===== src/hdl/ecc_pkg.sv =====
// Package for the epoch to civil time converter.
// Holds the request and result types, constants and calendar helpers; no dependencies.
package ecc_pkg;
	localparam logic [31:0] SEC_LOW  = 32'd946684800;
	localparam logic [31:0] SEC_HIGH = 32'd4102444799;
	localparam logic [16:0] SEC_PER_DAY = 17'd86400;
	localparam logic [16:0] SEC_PER_HOUR = 17'd3600;

	typedef struct packed {
		logic [11:0] cal_year;
		logic [3:0]  cal_month;
		logic [4:0]  cal_day;
		logic [4:0]  cal_hour;
		logic [5:0]  cal_minute;
		logic [5:0]  cal_second;
		logic [2:0]  week_day;
		logic        summer_time;
		logic        is_local;
	} result_t;

	typedef struct packed {
		logic [31:0] utc_seconds;
	} request_t;

	// Remainder by seven through a reciprocal multiply, exact for any 16-bit value.
	function automatic logic [2:0] mod7(input logic [15:0] x);
		logic [32:0] p;
		logic [15:0] q;
		begin
			p = 33'(x) * 33'd74899;
			q = 16'(p >> 19);
			mod7 = 3'(x - q * 16'd7);
		end
	endfunction

	// Days since 2000-01-01 of the last Sunday of March (or October).
	// Year offset yo is 0..99; 2000-01-01 is a Saturday.
	// Both months follow February, so the leap day of year yo itself is counted.
	function automatic logic [15:0] last_sunday(input logic [6:0] yo, input logic oct);
		logic [15:0] d31;
		logic [15:0] leaps;
		logic [2:0]  wd;
		begin
			leaps = 16'((yo + 7'd4) >> 2);
			d31 = 16'(16'(yo) * 16'd365) + leaps + (oct ? 16'd303 : 16'd89);
			wd = mod7(d31 + 16'd6);
			last_sunday = d31 - 16'(wd);
		end
	endfunction
endpackage


===== src/hdl/ecc_if.sv =====
// Valid/ready channel interface carrying one payload.
// Depends on nothing but its type parameter.
interface ecc_if #(parameter type payload_t = logic) (input logic clk);
	logic     valid;
	logic     ready;
	payload_t data;
	modport source (output valid, output data, input ready);
	modport sink (input valid, input data, output ready);
endinterface


===== src/hdl/ecc_split.sv =====
// Breaks a day count since 2000-01-01 and a time of day into date, time and weekday.
// Three register stages; uses ecc_pkg.
module ecc_split (
	input  logic        clk,
	input  logic        en,
	input  logic [15:0] days,
	input  logic [16:0] tod,
	input  logic        summer,
	input  logic        loc,
	output ecc_pkg::result_t res
);
	logic [15:0] days_s1;
	logic [16:0] tod_s1;
	logic [6:0]  yo_s1;
	logic [4:0]  hr_s1;
	logic [2:0]  wd_s1;
	logic        sum_s1, loc_s1;
	logic [6:0]  yo_s2;
	logic [8:0]  doy_s2;
	logic        leap_s2;
	logic [11:0] rem_s2;
	logic [4:0]  hr_s2;
	logic [2:0]  wd_s2;
	logic        sum_s2, loc_s2;
	logic [33:0] yo_prod;
	logic [26:0] hr_prod;
	logic [15:0] ystart;
	logic [20:0] mi_prod;
	logic [5:0]  mi_c;
	logic [3:0]  mon_c;
	logic [4:0]  day_c;

	function automatic logic [8:0] month_start(input logic [3:0] m, input logic leap);
		logic [8:0] base;
		begin
			unique case (m)
				4'd2: base = 9'd31;
				4'd3: base = 9'd59;
				4'd4: base = 9'd90;
				4'd5: base = 9'd120;
				4'd6: base = 9'd151;
				4'd7: base = 9'd181;
				4'd8: base = 9'd212;
				4'd9: base = 9'd243;
				4'd10: base = 9'd273;
				4'd11: base = 9'd304;
				4'd12: base = 9'd334;
				default: base = 9'd0;
			endcase
			month_start = base + ((leap && m > 4'd2) ? 9'd1 : 9'd0);
		end
	endfunction

	always_comb begin
		yo_prod = 34'(days) * 34'd367469;
		hr_prod = 27'(tod[16:4]) * 27'd9321;
	end

	always_ff @(posedge clk) begin
		if (en) begin
			days_s1 <= days;
			tod_s1  <= tod;
			yo_s1   <= yo_prod[33:27];
			hr_s1   <= hr_prod[25:21];
			wd_s1   <= ecc_pkg::mod7(days + 16'd6);
			sum_s1  <= summer;
			loc_s1  <= loc;
		end
	end

	always_comb begin
		ystart = 16'(yo_s1) * 16'd365 + 16'((yo_s1 + 7'd3) >> 2);
	end

	always_ff @(posedge clk) begin
		if (en) begin
			yo_s2   <= yo_s1;
			doy_s2  <= 9'(days_s1 - ystart);
			leap_s2 <= (yo_s1[1:0] == 2'd0) && (yo_s1 != 7'd100);
			rem_s2  <= 12'(tod_s1 - 17'(hr_s1) * ecc_pkg::SEC_PER_HOUR);
			hr_s2   <= hr_s1;
			wd_s2   <= wd_s1;
			sum_s2  <= sum_s1;
			loc_s2  <= loc_s1;
		end
	end

	always_comb begin
		mon_c = 4'd1;
		for (int i = 2; i <= 12; i++) begin
			if (doy_s2 >= month_start(4'(i), leap_s2))
				mon_c = 4'(i);
		end
		day_c = 5'(doy_s2 - month_start(mon_c, leap_s2) + 9'd1);
		mi_prod = 21'(rem_s2[11:2]) * 21'd1093;
		mi_c = mi_prod[19:14];
	end

	always_ff @(posedge clk) begin
		if (en) begin
			res.cal_year    <= 12'd2000 + 12'(yo_s2);
			res.cal_month   <= mon_c;
			res.cal_day     <= day_c;
			res.cal_hour    <= hr_s2;
			res.cal_minute  <= mi_c;
			res.cal_second  <= 6'(rem_s2 - 12'(mi_c) * 12'd60);
			res.week_day    <= wd_s2;
			res.summer_time <= sum_s2;
			res.is_local    <= loc_s2;
		end
	end
endmodule


===== src/hdl/epoch_to_civil_time_with_cest_core.sv =====
// Top level: UTC seconds to UTC and central European civil time.
// The UTC result of a request is presented first;
// the local result follows it, and a stalled result freezes the pipeline.
// Stage four sends two passes, so no new request is taken during its UTC pass.
// Reset clears the valid bits of the pipeline and the phase flag; no clearing pass.
// Uses ecc_pkg, ecc_if and ecc_split.
module epoch_to_civil_time_with_cest_core (
	input  logic clk,
	input  logic arst_n,
	ecc_if.sink   req,
	ecc_if.source rsp
);
	logic        en;
	logic        hold;
	logic        adv;
	logic        phase_q;
	logic        v_s1, v_s2, v_s3, v_s4, v_s5, v_s6, v_s7;
	logic [31:0] sec_s1, sec_s2;
	logic [15:0] day_s2, day_s3, day_s4;
	logic [16:0] tod_s3, tod_s4;
	logic [6:0]  yo_s3;
	logic [15:0] mar_s4, oct_s4;
	logic [31:0] clamp;
	logic [50:0] day_prod;
	logic [33:0] yo_prod;
	logic        summer;
	logic [16:0] ltod, sel_tod;
	logic [15:0] lday, sel_day;
	ecc_pkg::result_t res;

	assign en = !v_s7 || rsp.ready;
	assign hold = v_s4 && !phase_q;
	assign adv = en && !hold;
	assign req.ready = adv;

	always_comb begin
		clamp = req.data.utc_seconds;
		if (clamp < ecc_pkg::SEC_LOW) clamp = ecc_pkg::SEC_LOW;
		if (clamp > ecc_pkg::SEC_HIGH) clamp = ecc_pkg::SEC_HIGH;
		clamp = clamp - ecc_pkg::SEC_LOW;
	end

	always_ff @(posedge clk or negedge arst_n) begin
		if (!arst_n) begin
			phase_q <= 1'b0;
			v_s1 <= 1'b0; v_s2 <= 1'b0; v_s3 <= 1'b0; v_s4 <= 1'b0;
			v_s5 <= 1'b0; v_s6 <= 1'b0; v_s7 <= 1'b0;
		end else begin
			if (en) begin
				phase_q <= hold;
				v_s5 <= v_s4;
				v_s6 <= v_s5;
				v_s7 <= v_s6;
			end
			if (adv) begin
				v_s1 <= req.valid;
				v_s2 <= v_s1;
				v_s3 <= v_s2;
				v_s4 <= v_s3;
			end
		end
	end

	always_comb begin
		day_prod = 51'(sec_s1[31:7]) * 51'd50903317;
		yo_prod  = 34'(day_s2) * 34'd367469;
	end

	always_ff @(posedge clk) begin
		if (adv) begin
			sec_s1 <= clamp;
			sec_s2 <= sec_s1;
			day_s2 <= day_prod[50:35];
			day_s3 <= day_s2;
			tod_s3 <= 17'(sec_s2 - 32'(day_s2) * 32'(ecc_pkg::SEC_PER_DAY));
			yo_s3  <= yo_prod[33:27];
			day_s4 <= day_s3;
			tod_s4 <= tod_s3;
			mar_s4 <= ecc_pkg::last_sunday(yo_s3, 1'b0);
			oct_s4 <= ecc_pkg::last_sunday(yo_s3, 1'b1);
		end
	end

	always_comb begin
		summer = ((day_s4 > mar_s4) ||
		          (day_s4 == mar_s4 && tod_s4 >= ecc_pkg::SEC_PER_HOUR)) &&
		         ((day_s4 < oct_s4) ||
		          (day_s4 == oct_s4 && tod_s4 < ecc_pkg::SEC_PER_HOUR));
		ltod = tod_s4 + (summer ? 17'd7200 : ecc_pkg::SEC_PER_HOUR);
		lday = day_s4;
		if (ltod >= ecc_pkg::SEC_PER_DAY) begin
			ltod = ltod - ecc_pkg::SEC_PER_DAY;
			lday = day_s4 + 16'd1;
		end
		sel_day = phase_q ? lday : day_s4;
		sel_tod = phase_q ? ltod : tod_s4;
	end

	ecc_split u_split (
		.clk(clk), .en(en),
		.days(sel_day), .tod(sel_tod), .summer(summer), .loc(phase_q), .res(res)
	);

	assign rsp.valid = v_s7;
	assign rsp.data  = res;

	a_local_follows: assert property (@(posedge clk) disable iff (!arst_n)
		rsp.valid && rsp.ready && !rsp.data.is_local |=> rsp.valid && rsp.data.is_local)
		else $error("local result missing");
	a_hold_blocks_take: assert property (@(posedge clk) disable iff (!arst_n)
		v_s4 && !phase_q |-> !req.ready) else $error("request taken during UTC pass");
	a_result_stable: assert property (@(posedge clk) disable iff (!arst_n)
		rsp.valid && !rsp.ready |=> rsp.valid && $stable(rsp.data))
		else $error("result changed while stalled");
endmodule


===== src/flat_wrapper.sv =====
// flat-port wrapper written by rule: the top's interface ports become plain ports
module epoch_to_civil_time_with_cest_core_flat 
  (clk, arst_n, req_valid, req_data, req_ready, rsp_valid, rsp_data, rsp_ready);
  ecc_if #(.payload_t(ecc_pkg::request_t)) req_i (.clk(clk));
  ecc_if #(.payload_t(ecc_pkg::result_t)) rsp_i (.clk(clk));
  input  logic clk;
  input  logic arst_n;
  input wire logic [$bits(req_i.valid)-1:0] req_valid;
  input wire logic [$bits(req_i.data)-1:0] req_data;
  output wire logic [$bits(req_i.ready)-1:0] req_ready;
  output wire logic [$bits(rsp_i.valid)-1:0] rsp_valid;
  output wire logic [$bits(rsp_i.data)-1:0] rsp_data;
  input wire logic [$bits(rsp_i.ready)-1:0] rsp_ready;
  assign req_i.valid = req_valid;
  assign req_i.data = req_data;
  assign req_ready = req_i.ready;
  assign rsp_valid = rsp_i.valid;
  assign rsp_data = rsp_i.data;
  assign rsp_i.ready = rsp_ready;
  epoch_to_civil_time_with_cest_core u_core (.clk(clk), .arst_n(arst_n), .req(req_i), .rsp(rsp_i));
endmodule

===== config.mk =====
export PLATFORM = sky130hd
export DESIGN_NAME = epoch_to_civil_time_with_cest_core_flat
export DESIGN_NICKNAME = d
export VERILOG_FILES = /design/src/hdl/ecc_pkg.sv /design/src/hdl/ecc_if.sv /design/src/hdl/ecc_split.sv /design/src/hdl/epoch_to_civil_time_with_cest_core.sv /design/src/flat_wrapper.sv
export SDC_FILE = /design/constraint.sdc
export NUM_CORES = 2
export LEC_CHECK = 0
export BUFFER_PORTS_ARGS = -buffer_cell sky130_fd_sc_hd__buf_2
export CORE_MARGIN = 8
export CORE_UTILIZATION = 50
export CTS_BUF_LIST = sky130_fd_sc_hd__clkbuf_2 sky130_fd_sc_hd__clkbuf_4 sky130_fd_sc_hd__clkbuf_8
export CTS_CLUSTER_DIAMETER = 150
export CTS_CLUSTER_SIZE = 8
export DETAILED_ROUTE_END_ITERATION = 16
export PLACE_DENSITY = 0.68
export SYNTH_ARGS = -nofsm -noshare
export SYNTH_HDL_FRONTEND = slang
export SYNTH_SLANG_ARGS = --single-unit
export TNS_END_PERCENT = 30

===== constraint.sdc =====
create_clock -name clk -period 11.6 [get_ports clk]
set_clock_uncertainty 0.1 [all_clocks]
set_input_delay 1.16 -clock clk [delete_from_list [all_inputs] [get_ports clk]]
set_output_delay 1.16 -clock clk [all_outputs]
set_load 0.01 [all_outputs]

Word-level counts from Yosys, hierarchy flattened
Memory sizes are Yosys's and may differ from the RTL's.
Index checks and enable logic that the tools add are counted.
{"block": "op_classes", "n_addsub": 36, "mul": 16, "order_cmp": 19, "n_eq_ne": 3, "n_mux": 20, "n_reduce_logical": 14}
{"operator": "$mul A16 B17 Y33 const B", "count": 3}
{"operator": "$ge A9 B9 Y1", "count": 10}
{"operator": "$mul A16 B19 Y34 const B", "count": 2}
{"operator": "$mux W32", "count": 2}
{"operator": "$mul A25 B26 Y51 const B", "count": 1}
{"operator": "$add A16 B3 Y16 const B", "count": 3}
{"operator": "$mul A14 B3 Y3 const B", "count": 3}
{"operator": "$add A8 B9 Y9 const A", "count": 4}
{"operator": "$mux W17", "count": 2}
{"operator": "$eq A16 B16 Y1", "count": 2}
{"operator": "$gt A32 B32 Y1 const B", "count": 1}
{"operator": "$lt A32 B30 Y1 const B", "count": 1}
{"operator": "$mux W16", "count": 2}
{"operator": "$sub A16 B3 Y16", "count": 2}
{"operator": "$sub A32 B30 Y32 const B", "count": 1}
{"operator": "$mul A13 B14 Y26 const B", "count": 1}
{"operator": "$mul A10 B11 Y20 const B", "count": 1}
{"operator": "$mux W4", "count": 5}
{"operator": "$add A7 B9 Y9 const A", "count": 2}
{"operator": "$add A9 B9 Y9 const A", "count": 2}
{"operator": "$add A17 B17 Y17", "count": 1}
{"operator": "$ge A17 B12 Y1 const B", "count": 1}
{"operator": "$ge A17 B17 Y1 const B", "count": 1}
{"operator": "$lt A17 B12 Y1 const B", "count": 1}
{"operator": "other kinds (37)", "count": 54}
{"block": "totals", "regBits": 298, "mem_bits_ro": 144, "output_inout_bits": 45, "word_cells": 151, "mem_count": 1}
{"name": "(no name shown)", "depth": 16, "word_bits": 9, "rd": 1, "rd_ports_with_merged_regs": 0, "wr": 0, "line_no": "ecc_split.sv:36", "rtl": "unique case (m)"}

Longest topological paths before layout
{"block": "depth", "ltp_word": 19, "ltp_mapped": 59}

Modules after synthesis
From an unflattened synthesis, not the netlist that was laid out.
{"block": "unflattened", "hier_cells": 4659, "hier_area_um2": 48878.1}
{"mod": "epoch_to_civil_time_with_cest_core", "instances": 1, "cells_per_inst": 3083, "area_per_inst_um2": 31741.7, "seq_area_each_um2": 5305.1}
{"mod": "ecc_split", "instances": 1, "cells_per_inst": 1576, "area_per_inst_um2": 17136.4, "seq_area_each_um2": 3543.4}

Least setup slack after synthesis
OpenSTA, ideal clock, no wires.
{"block": "synth_timing", "path_type": "reg-to-reg", "from": "register u_core.yo_s3[4]", "to": "register u_core.oct_s4[15] (data pin)", "arrival_ps": 12394, "path_slack_ps": -1166, "path_stages_with_launch": 56, "cell_sequence": "edfxtp_1 -> ha_1 -> inv_1 -> fa_1 -> inv_1 -> fa_1 -> inv_1 -> fa_1 -> inv_1 -> ha_1 -> buf_2 -> nor3b_1 -> a31oi_1 -> o21ai_0 -> a311oi_2 -> o21ai_0 -> xor2_1 -> nand3b_1 -> [20 not listed] -> o21ai_0 -> xor2_1 -> fa_1 -> xnor2_1 -> xnor2_1 -> xnor2_1 -> xnor2_1 -> xnor2_1 -> xnor2_1 -> ha_1 -> a21oi_1 -> nand3_1 -> or3_1 -> nor3_1 -> nand3b_1 -> nor3_1 -> nand3_1 -> xor2_1"}
{"block": "synth_between", "elab_chain_cells": 8}
{"element": "start, declared", "line_no": "epoch_to_civil_time_with_cest_core.sv:21", "rtl": "logic [6:0] yo_s3;"}
{"element": "start signal, assigned", "line_no": "epoch_to_civil_time_with_cest_core.sv:76", "rtl": "yo_s3 <= yo_prod[33:27];"}
{"element": "$mul A7 B9 Y16 / $add A7 B3 Y8 (equally long branches)", "line_no": "ecc_pkg.sv:45, ecc_pkg.sv:44"}
{"element": "$add A16 B14 Y16 *", "line_no": "ecc_pkg.sv:45", "rtl": "d31 = 16'(16'(yo) * 16'd365) + leaps + (oct ? 16'd303 : 16'd89);"}
{"element": "$add A16 B9 Y16 *", "line_no": "ecc_pkg.sv:45"}
{"element": "$add A16 B3 Y16", "line_no": "ecc_pkg.sv:46", "rtl": "wd = mod7(d31 + 16'd6);"}
{"element": "$mul A16 B17 Y33", "line_no": "ecc_pkg.sv:30", "rtl": "p = 33'(x) * 33'd74899;"}
{"element": "$mul A14 B3 Y3", "line_no": "ecc_pkg.sv:32", "rtl": "mod7 = 3'(x - q * 16'd7);"}
{"element": "$sub A3 B3 Y3", "line_no": "ecc_pkg.sv:32"}
{"element": "$sub A16 B3 Y16 *", "line_no": "ecc_pkg.sv:47", "rtl": "last_sunday = d31 - 16'(wd);"}
{"element": "end signal, assigned", "line_no": "epoch_to_civil_time_with_cest_core.sv:80", "rtl": "oct_s4 <= ecc_pkg::last_sunday(yo_s3, 1'b1);"}
{"element": "end, declared", "line_no": "epoch_to_civil_time_with_cest_core.sv:22", "rtl": "logic [15:0] mar_s4, oct_s4;"}
Every way passes the cells marked *; elsewhere a longest branch is shown, timed or not.
A chain may end at the register's enable or synchronous reset.

Worst setup path after layout
{"block": "layout_timing", "from": "register u_core.yo_s3[5]", "to": "register u_core.mar_s4[14] (data pin)"}
{"block": "layout_between", "elab_chain_cells": 8}
{"element": "$mul A7 B9 Y16 / $add A7 B3 Y8 (equally long branches)", "line_no": "ecc_pkg.sv:45, ecc_pkg.sv:44"}
{"element": "$add A16 B14 Y16 *", "line_no": "ecc_pkg.sv:45"}
{"element": "$add A16 B7 Y16 *", "line_no": "ecc_pkg.sv:45"}
{"element": "$add A16 B3 Y16", "line_no": "ecc_pkg.sv:46"}
{"element": "$mul A16 B17 Y33", "line_no": "ecc_pkg.sv:30"}
{"element": "$mul A14 B3 Y3", "line_no": "ecc_pkg.sv:32"}
{"element": "$sub A3 B3 Y3", "line_no": "ecc_pkg.sv:32"}
{"element": "$sub A16 B3 Y16 *", "line_no": "ecc_pkg.sv:47"}
{"element": "end signal, assigned", "line_no": "epoch_to_civil_time_with_cest_core.sv:79", "rtl": "mar_s4 <= ecc_pkg::last_sunday(yo_s3, 1'b0);"}
{"element": "end, declared", "line_no": "epoch_to_civil_time_with_cest_core.sv:22"}
Marked as above.

==> reports/qor.yml <==
status: "finished with violations"
violations: "negative setup slack"
drive_above_1_share_pct: 16.4
worstSetupPathType: "reg2reg"
synth_area_leaders: "ha_1, fa_1, edfxtp_1, inv_1, xnor2_1"
start_util_pct: 50.4
synth_simple_gate_area_share_pct: 5.63
crit_path_max_incr_delay_ps: 570
via_per_inst: 5.11
synth_fp_nets: 6206
met3WireLength_um: 3500
drt-total-wl_um: 103000
path_common_cell: "xnor2_1"
hold_class: "in2async"
core_um2: 94700
synth_top_family_by_area: "adder cells"
grt_first_pass_wirelength_um: 172000
dp_hpwl_um: 87300
route.detailed.drc: 0
synthDistinctLibCells: 84
yosys.area.top_type_share_pct: 28.6
numCtsBuffers: 42
fin_crit_sh_pct: 105
rows: 113
cts_max_level: 2
place_area_um2: 52800
cp.arrival_ps: 12450
drt-pass1-iter-count: 5
postRouteAntennaNets: 0
fmax_mhz: 82.3
async_reset_ff_share_pct: 2.70
synth_flop_cell: "edfxtp_1"
period_minus_slack_ps: 12150
wl_met2_um: 51100
muxShareOfSynthArea_pct: 0.336
io_pins: 81
port_buffers: 80
synth-seq-area-share_pct: 18.5
grt_pass1_vias: 34200
rsz0062_at_grt: "yes"
max_cap_violations: 0
first_iter_violations: 1411
ys_ff_latch: 296
hold_viol: 0
syn_to_final_growth_pct: 15.5
topRoutingLayerUsed: "met4"
synth-compound-area-share_pct: 6.36
grt_use_total_pct: 19.7
globalplace.congestion: 0.940
yosys_warnings: 0
crit_fanout: 6
met1Wirelength_um: 46500
synth_top_area_cell: "ha_1"
avgSynthCellArea_um2: 10.7
start_kind: "flop"
synth_edf_count: 288
cts.sinks: 296
synthAdderAreaFrac_pct: 54.1
nets: 6729
grt_max_degree: 175
clk_path_buf_depth: 3
die_w_um: 325
die-area_um2: 106000
wl_per_cell_um: 16.5
cp_data_required_time_ps: 11900
antenna_found_initial: 2
slew-limit-headroom_pct: 32.2
syn_area_um2: 47700
yosys.area_share.xor_xnor_pct: 6.02
fin_area_um2: 55100
die_h_um: 325
vias: 32100
worst_pin_slew_ps: 1020
critPathSlowestCell: "fa_1"
synthCells: 4472
layout_setup_ws_ps: -548
grt.overflow.total: 0
setup_viol: 20
slew_viol_final: 0
clkTransAtPathRegs_ps: 90
endpoint_kind: "flop"
cts_tree: "yes"
clk_latency_ps: 630
cts-root-buf: "clkbuf_8"
timing repair:
item,CTS,global route
cloned,0,0
setup buffers,49,28
endpoints found under the setup margin,28,36
pin swaps,95,81
hold buffers,0,0
resized for setup,103,81
stage by stage:
stage | utilization, % | hold WS (ps) | cells | setup slack [ps] | TNS [ps]
finish | 58.2 | 287 | 6274 | -548 | -7640
global route | 58.2 | 262 | 6274 | -1120 | -20370
CTS | 57.5 | 239 | 6245 | -548 | -5630
detailed placement | 55.7 | 305 | 6140 | -975 | -13200
global placement | 55.7 | 301 | 6140 | -698 | -7310
floorplan | - | 300 | 4472 | -522 | -3810
path summary, 6_finish.rpt:
kind / startpoint / endpoint / slack (ps) / depth (start not counted)
worst max-delay path: u_core.yo_s3[5]$_DFFE_PP_ / u_core.mar_s4[14]$_DFFE_PP_ / -550 / 51
worst min-delay path: arst_n / u_core.phase_q$_DFFE_PN0P_ / 290 / 1
worst max register to register: u_core.yo_s3[5]$_DFFE_PP_ / u_core.mar_s4[14]$_DFFE_PP_ / -550 / 51
worst min register to register: u_core.day_s3[6]$_DFFE_PP_ / u_core.day_s4[6]$_DFFE_PP_ / 290 / 0
max in group asynchronous: arst_n / u_core.v_s3$_DFFE_PN0P_ / 10940 / 1
min in group clk: u_core.day_s3[6]$_DFFE_PP_ / u_core.day_s4[6]$_DFFE_PP_ / 290 / 0
metal layers:
metal | vias up | GRT usage (%)
li1 | 15600 | -
met2 | 531 | 34.7
met5 | - | 0
met4 | 0 | 4.43
met1 | 15700 | 26.2
met3 | 137 | 1.94
placed cells by master, fill, tap and decap left out, types with 11 or more instances in the layout:
master    count
buf_6        15
or2_2        11
o21bai_1     18
nand2_1     150
o21ai_0      76
a21oi_2      11
o21a_1       28
and2_1       13
ha_2         11
nand4_1      31
fa_1        599
a21o_1       62
nor2b_1      25
nand3_2      11
edfxtp_1    288
nand2b_1     25
clkbuf_8     42
inv_2        14
buf_4       417
a31oi_1      15
buf_2        80
xor2_1       83
ha_4         18
xnor2_1     191
nor3_1       33
inv_1      1090
and3_1       11
a21oi_1     113
xnor2_2      28
ha_1       1062
xor2_2       14
nor2_1       96
nand3_1      34
clkbuf_4     12
worst max-delay path: cells and delay by family (launching register included):
| kind | cells | cell delay, ps |
|---|---|---|
| xor+xnor | 10 | 1610 |
| compound gates | 6 | 1290 |
| flops | 1 | 400 |
| buf+inv | 6 | 650 |
| mux | 1 | 160 |
| fa+ha+maj | 14 | 5450 |
| simple gates | 14 | 2260 |
sequential cells by signal, indices dropped and copies added (netlist names), 16 cells and up:
name	count
u_core.tod_s3	17
u_core.day_s4	16
u_core.day_s2	16
u_core.tod_s4	17
u_core.mar_s4	16
u_core.day_s3	16
u_core.oct_s4	16
u_core.sec_s2	17
u_core.sec_s1	32
u_core.u_split.res	41
synthesized netlist by cell type (5+ instances only):
cell / number
inv_1: 1103
ha_1: 1091
fa_1: 607
edfxtp_1: 288
xnor2_1: 226
nand2_1: 154
a21oi_1: 128
xor2_1: 102
nor2_1: 99
o21ai_0: 89
a21o_1: 62
nand3_1: 48
nor3_1: 48
nand4_1: 31
clkbuf_1: 30
o21a_1: 28
nor2b_1: 27
nand2b_1: 26
o21bai_1: 18
a31oi_1: 17
and3_1: 16
and2_1: 13
a211oi_1: 12
o31ai_1: 11
or2_2: 11
o211ai_1: 10
or3_1: 10
nor4_1: 9
dfrtp_1: 8
mux2_2: 8
o2111ai_1: 8
a2111oi_0: 7
a21boi_0: 7
mux2i_1: 7
nor3b_1: 7
nand3b_1: 6
a31o_2: 5
a41oi_1: 5
logic make-up after synthesis:
logic type               count (synthesis)
XOR/XNOR                               328
AND/OR/NAND/NOR                        531
flip-flops                             296
buffers and inverters                 1143
multiplexers                            15
AO/OA/AOI/OAI                          461
adder cells (fa/ha/maj)               1698
layout make-up:
class	instances	area, um2
fillers	7876	39600
multi-input cells	3033	36000
flip-flops and latches	296	8850
inverters	1105	4150
repair buffers	517	3800
well taps	1265	1580
clock buffers	54	668
clock inverters	3	43.8
diodes	1	2.50
Power is left out: the tool's default activity adds up to more than one toggle a clock period on the data nets, which glitch-free logic cannot reach.
